==> config.mk <==
export PLATFORM = sky130hd
export DESIGN_NAME = pee_alu
export DESIGN_NICKNAME = d
export VERILOG_FILES = /design/src/rtl/core/pee_pkg.sv /design/src/rtl/core/pee_alu.sv
export SDC_FILE = /design/constraint.sdc
export NUM_CORES = 2
export LEC_CHECK = 0
export BUFFER_PORTS_ARGS = -buffer_cell sky130_fd_sc_hd__buf_2
export CAP_MARGIN = 25
export CORE_ASPECT_RATIO = 0.7
export CORE_MARGIN = 4
export CORE_UTILIZATION = 30
export DETAILED_ROUTE_END_ITERATION = 10
export PLACE_DENSITY = 0.46
export RECOVER_POWER = 25
export SYNTH_ARGS = -nofsm -noshare
export SYNTH_HDL_FRONTEND = slang
export SYNTH_SLANG_ARGS = --single-unit
==> constraint.sdc <==
create_clock -name clock -period 10.95 [get_ports clock]
set_input_delay 1.095 -clock clock [delete_from_list [all_inputs] [get_ports clock]]
set_output_delay 1.095 -clock clock [all_outputs]
set_load 0.02 [all_outputs]
==> src/rtl/core/pee_pkg.sv <==
package pee_pkg;

   localparam logic [7:0] CHAR_ZERO  = 8'h30;
   localparam logic [7:0] CHAR_NINE  = 8'h39;
   localparam logic [7:0] CHAR_ADD   = 8'h2B;
   localparam logic [7:0] CHAR_SUB   = 8'h2D;
   localparam logic [7:0] CHAR_MUL   = 8'h2A;
   localparam logic [7:0] CHAR_DIV   = 8'h2F;
   localparam logic [7:0] CHAR_REM   = 8'h25;
   localparam logic [7:0] CHAR_POW   = 8'h5E;

   localparam logic [2:0] ST_OK        = 3'd0;
   localparam logic [2:0] ST_OVERFLOW  = 3'd1;
   localparam logic [2:0] ST_UNDERFLOW = 3'd2;
   localparam logic [2:0] ST_ZERODIV   = 3'd3;
   localparam logic [2:0] ST_INVALID   = 3'd4;

   typedef enum logic [2:0] {
      OP_ADD,
      OP_SUB,
      OP_MUL,
      OP_DIV,
      OP_REM,
      OP_POW
   } op_type;

   typedef enum logic [2:0] {
      S_IDLE,
      S_RD_B,
      S_RD_A,
      S_EXEC,
      S_WAIT,
      S_RD_WAIT,
      S_RD_TOP,
      S_RESP
   } state_type;

   // Handshake between the sequencer and the arithmetic unit.
   typedef struct packed {
      logic   start;
      op_type op;
   } alu_ctl_type;

endpackage

==> src/rtl/core/pee_alu.sv <==
// Iterative arithmetic unit: one add or subtract, a 32x32 multiply, a restoring
// divide step or a square-and-multiply power step per cycle.
module pee_alu
   import pee_pkg::*;
(
   input  logic        clock,
   input  logic        reset,
   input  alu_ctl_type ctl,
   input  logic [31:0] a,
   input  logic [31:0] b,
   output logic        done,
   output logic [31:0] result
);

   typedef enum logic [1:0] {A_IDLE, A_DIV, A_POW_M, A_POW_S} alu_state_type;

   alu_state_type state_ff, state_in;
   op_type        op_ff, op_in;
   logic [31:0]   acc_ff, acc_in;     // quotient or power accumulator
   logic [31:0]   rem_ff, rem_in;
   logic [31:0]   base_ff, base_in;   // divisor magnitude or power base
   logic [31:0]   expo_ff, expo_in;
   logic [5:0]    cnt_ff, cnt_in;
   logic          neg_q_ff, neg_q_in;
   logic          neg_r_ff, neg_r_in;
   logic          done_ff, done_in;
   logic [31:0]   res_ff, res_in;

   logic [32:0] trial;
   logic [31:0] rem_sh;
   logic [31:0] mag_a, mag_b, quo_next;
   logic [31:0] mul_x, mul_y;
   logic [63:0] prod;

   assign mag_a = a[31] ? 32'd0 - a : a;
   assign mag_b = b[31] ? 32'd0 - b : b;
   assign rem_sh = {rem_ff[30:0], acc_ff[31]};
   assign trial = {1'b0, rem_sh} - {1'b0, base_ff};
   assign quo_next = {acc_ff[30:0], ~trial[32]};

   // The single shared multiplier.
   always_comb begin
      mul_x = a;
      mul_y = b;
      if (state_ff == A_POW_M) begin
         mul_x = acc_ff;
         mul_y = base_ff;
      end else if (state_ff == A_POW_S) begin
         mul_x = base_ff;
         mul_y = base_ff;
      end
   end
   assign prod = mul_x * mul_y;

   always_comb begin
      state_in = state_ff;
      op_in    = op_ff;
      acc_in   = acc_ff;
      rem_in   = rem_ff;
      base_in  = base_ff;
      expo_in  = expo_ff;
      cnt_in   = cnt_ff;
      neg_q_in = neg_q_ff;
      neg_r_in = neg_r_ff;
      done_in  = 1'b0;
      res_in   = res_ff;
      unique case (state_ff)
         A_IDLE: begin
            if (ctl.start) begin
               op_in = ctl.op;
               unique case (ctl.op)
                  OP_ADD: begin res_in = a + b; done_in = 1'b1; end
                  OP_SUB: begin res_in = a - b; done_in = 1'b1; end
                  OP_MUL: begin res_in = prod[31:0]; done_in = 1'b1; end
                  OP_DIV, OP_REM: begin
                     acc_in   = mag_a;
                     rem_in   = 32'd0;
                     base_in  = mag_b;
                     cnt_in   = 6'd32;
                     neg_q_in = a[31] ^ b[31];
                     neg_r_in = a[31];
                     state_in = A_DIV;
                  end
                  OP_POW: begin
                     if (b[31] || b == 32'd0) begin
                        res_in  = 32'd1;
                        done_in = 1'b1;
                     end else begin
                        acc_in   = 32'd1;
                        base_in  = a;
                        expo_in  = b;
                        state_in = A_POW_M;
                     end
                  end
                  default: begin res_in = 32'd0; done_in = 1'b1; end
               endcase
            end
         end
         A_DIV: begin
            rem_in = trial[32] ? rem_sh : trial[31:0];
            acc_in = quo_next;
            cnt_in = cnt_ff - 6'd1;
            if (cnt_ff == 6'd1) begin
               if (op_ff == OP_DIV) begin
                  res_in = neg_q_ff ? 32'd0 - quo_next : quo_next;
               end else begin
                  res_in = neg_r_ff ? 32'd0 - rem_in : rem_in;
               end
               done_in  = 1'b1;
               state_in = A_IDLE;
            end
         end
         A_POW_M: begin
            if (expo_ff[0]) begin
               acc_in = prod[31:0];
            end
            expo_in = expo_ff >> 1;
            if (expo_ff[31:1] == 31'd0) begin
               res_in   = expo_ff[0] ? prod[31:0] : acc_ff;
               done_in  = 1'b1;
               state_in = A_IDLE;
            end else begin
               state_in = A_POW_S;
            end
         end
         A_POW_S: begin
            base_in  = prod[31:0];
            state_in = A_POW_M;
         end
         default: state_in = A_IDLE;
      endcase
   end

   always_ff @(posedge clock) begin
      if (reset) begin
         state_ff <= A_IDLE;
         done_ff  <= 1'b0;
      end else begin
         state_ff <= state_in;
         done_ff  <= done_in;
      end
      op_ff    <= op_in;
      acc_ff   <= acc_in;
      rem_ff   <= rem_in;
      base_ff  <= base_in;
      expo_ff  <= expo_in;
      cnt_ff   <= cnt_in;
      neg_q_ff <= neg_q_in;
      neg_r_ff <= neg_r_in;
      res_ff   <= res_in;
   end

   assign done   = done_ff;
   assign result = res_ff;

endmodule

==> summary.txt <==
Synthesis
  • Area share of the largest cell type after synthesis: 0.2506
  • Post-Synthesis Net Count: 4,499
  • Sequential share of the synthesized area: 0.1577
  • Avg Inst Size Synth: between 8 and 9 sq um
  • Top FF cell, synth: edfxtp_1
  • Post-synth EDFFs: 170
  • FFs w/ async S/R, synth: 0
  • Yosys top cell by area: fa_1
  • Flops & latches, synth: 173
  • Top cells by area, synth: fa_1 25%, edfxtp_1 16%, ha_1 7.6%
  • Commonest cells in the netlist: 505 x nor2_1, 455 x inv_1, 410 x fa_1, 396 x nand2_1, 198 x ha_1
  • Distinct cells, synth: 98
  • Yosys warns: 0
  • Synthesized cell area: 32,760 sq um
  • Count leader, synth: nor2_1
  • Synth Instances: 3,821

GRT
  • Global-route wire length before repair: 209,200 microns
  • GRT overflow: 0
  • Vias in the first global route: around 28,000
  • GRT Total Usage: 0.2499
  • Largest net degree at the start of global routing: 139
  • Initial antenna violation count: 23

Timing
  • Setup TNS: 0 ns
  • Skew final: 0.02180 ns
  • Final critical-path share of the clock period: 0.9221
  • Worst slew pin tran: 2.969 ns
  • Final hold violations: 0
  • Max frequency: 99.03 MHz
  • # setup viols final: 0
  • Final critical-path required period: 10.10 ns
  • Worst hold margin: 0.5716 ns
  • Max-slew headroom: -0.9794
  • Unrepaired setup endpoints after global routing: no
  • Fin. max-slew vios: 160

Routing
  • DRT Wirelength: around 140,000 microns
  • DR WL/cell: between 20 and 30 microns
  • DR vias: 29,450
  • Post-DRT Antenna Nets: 0
  • Post-DR vias/cell: 5.526
  • DR iter-0 viols: approximately 3,700
  • Pre-antenna DRT Iters: 6
  • DRC viols: 0

Die
  • Row count: ~100
  • Initial Utilization: 0.3021
  • Num ports: about 100
  • Die area: 114,600 sq um
  • DIE WIDTH: 403.0 microns
  • Die height: ~280 microns
  • Core area: 108,400 sq um

Hold path
  • HP Class: flop to flop

CTS
  • Worst-skew pair later-pin latency: 0.50 ns
  • Clock buffer depth: 2
  • H-Tree Depth: 4
  • CTS root buffer: clkbuf_16
  • CTS buffer count: 17
  • Setup Fix Bufs, Post-CTS: 0
  • CTS Sinks: 173
  • TritonCTS clock tree: done
  • Gates resized, CTS repair: 0
  • Clock transition at path regs: ~0.10 ns
  • CTS Hold Buffers Added: 0

Critical path
  • Setup crit end kind: flop
  • Critical path required time: 11.22 ns
  • Slowest cell on crit path: mux2i_2
  • Worst stage delay on the critical path: 0.83 ns
  • Worst Path Max Fanout: 16
  • Crit-path most repeated cell: fa_1
  • Worst setup SP type: flop
  • Crit path DAT: 10.37 ns
  • Setup CP Type: flop to flop

Finish
  • Share of layout cells above drive strength 1: 0.08681
  • Final Net Count: 4,547
  • Final Util: 0.3313
  • P&R area growth vs syn: 9.663%

Outcome
  • Violated checks: max-capacitance violations, max-slew violations
  • Outcome: complete, but fails checks

Placement
  • Gpl congestion: 0.9808
  • IO buf count: 102
  • HPWL after detailed placement: about 120,000 microns

Job
  • Max-Cap Viols: 4
-- worst max-delay path: cells and delay by family, from the launching register on --
| family | cells | cell delay [ns] |
|---|---|---|
| XOR/XNOR | 1 | 0.54 |
| AND/OR/NAND/NOR | 4 | 1.12 |
| multiplexers | 1 | 0.83 |
| buffers and inverters | 5 | 0.63 |
| flip-flops | 1 | 0.41 |
| AO/OA/AOI/OAI | 7 | 2.18 |
| adder cells (fa/ha/maj) | 10 | 4.13 |
-- per-layer routing --
layer,vias up,part of all wire,GRT usage
met3,111,0.12,0.07337
met5,-,0.00074,0
met1,14880,0.50,0.4112
li1,12960,-,-
met4,16,0.012,0.03139
met2,1491,0.37,0.3178
-- state kept, by name, summed over array words and instances (netlist names) --
register / flops
op_ff: 3
rem_ff: 31
base_ff: 32
cnt_ff: 6
done: 1
expo_ff: 32
neg_r_ff: 1
result: 32
acc_ff: 32
state_ff: 2
neg_q_ff: 1
-- kinds of logic after synthesis --
kind of cell	share of synthesized area
fa+ha+maj	0.3262
compound gates	0.1543
flops	0.1577
mux	0.05126
xor+xnor	0.07169
simple gates	0.1625
buf+inv	0.07643
-- metrics by stage --
step                cells  cell area (sq um)  setup WS [ns]
floorplan            3821              32760          1.716
finish               5330              35920         0.8525
detailed placement   5288              35300         0.6261
global route         5325              35910         0.5427
CTS                  5320              35940         0.5995
global placement     5285              35290         0.6638
-- cell type report --
cell class,instances,area (sq um)
diodes,6,15.01
clock buffers,17,425.4
clock inverters,15,214.0
fillers,11610,72500
inverters,457,1718
multi-input cells,2996,25190
flip-flops and latches,173,5165
well taps,1442,1804
repair buffers,224,1395
-- cells in the final DEF (no fill, tap or decap), drive strengths merged, types with 37 or more instances in the layout --
cell | Yosys | routed
a21oi | 153 | 153
ha | 198 | 198
mux2i | 107 | 107
edfxtp | 170 | 170
xor2 | 130 | 130
nor3 | 41 | 41
buf | 48 | 183
nand2 | 397 | 397
o31ai | 45 | 45
inv | 456 | 461
nand2b | 37 | 37
xnor2 | 133 | 133
o21a | 48 | 48
o22ai | 42 | 42
fa | 410 | 410
o21ai | 201 | 201
clkbuf | 147 | 58
mux2 | 54 | 54
nor2 | 506 | 506
-- worst paths after layout --
| kind | startpoint | end | slack (ns) | cells after the start |
|---|---|---|---|---|
| min | expo_ff[14]$_DFFE_PP_ | expo_ff[13]$_DFFE_PP_ | 0.57 | 2 |
| min reg2reg | expo_ff[14]$_DFFE_PP_ | expo_ff[13]$_DFFE_PP_ | 0.57 | 2 |
| max | state_ff[0]$_SDFFE_PP0P_ | acc_ff[31]$_DFFE_PP_ | 0.85 | 28 |
| max reg2reg | state_ff[0]$_SDFFE_PP0P_ | acc_ff[31]$_DFFE_PP_ | 0.85 | 28 |
Power is left out: the tool's default activity adds up to more than one toggle a clock period on the data nets, which glitch-free logic cannot reach.
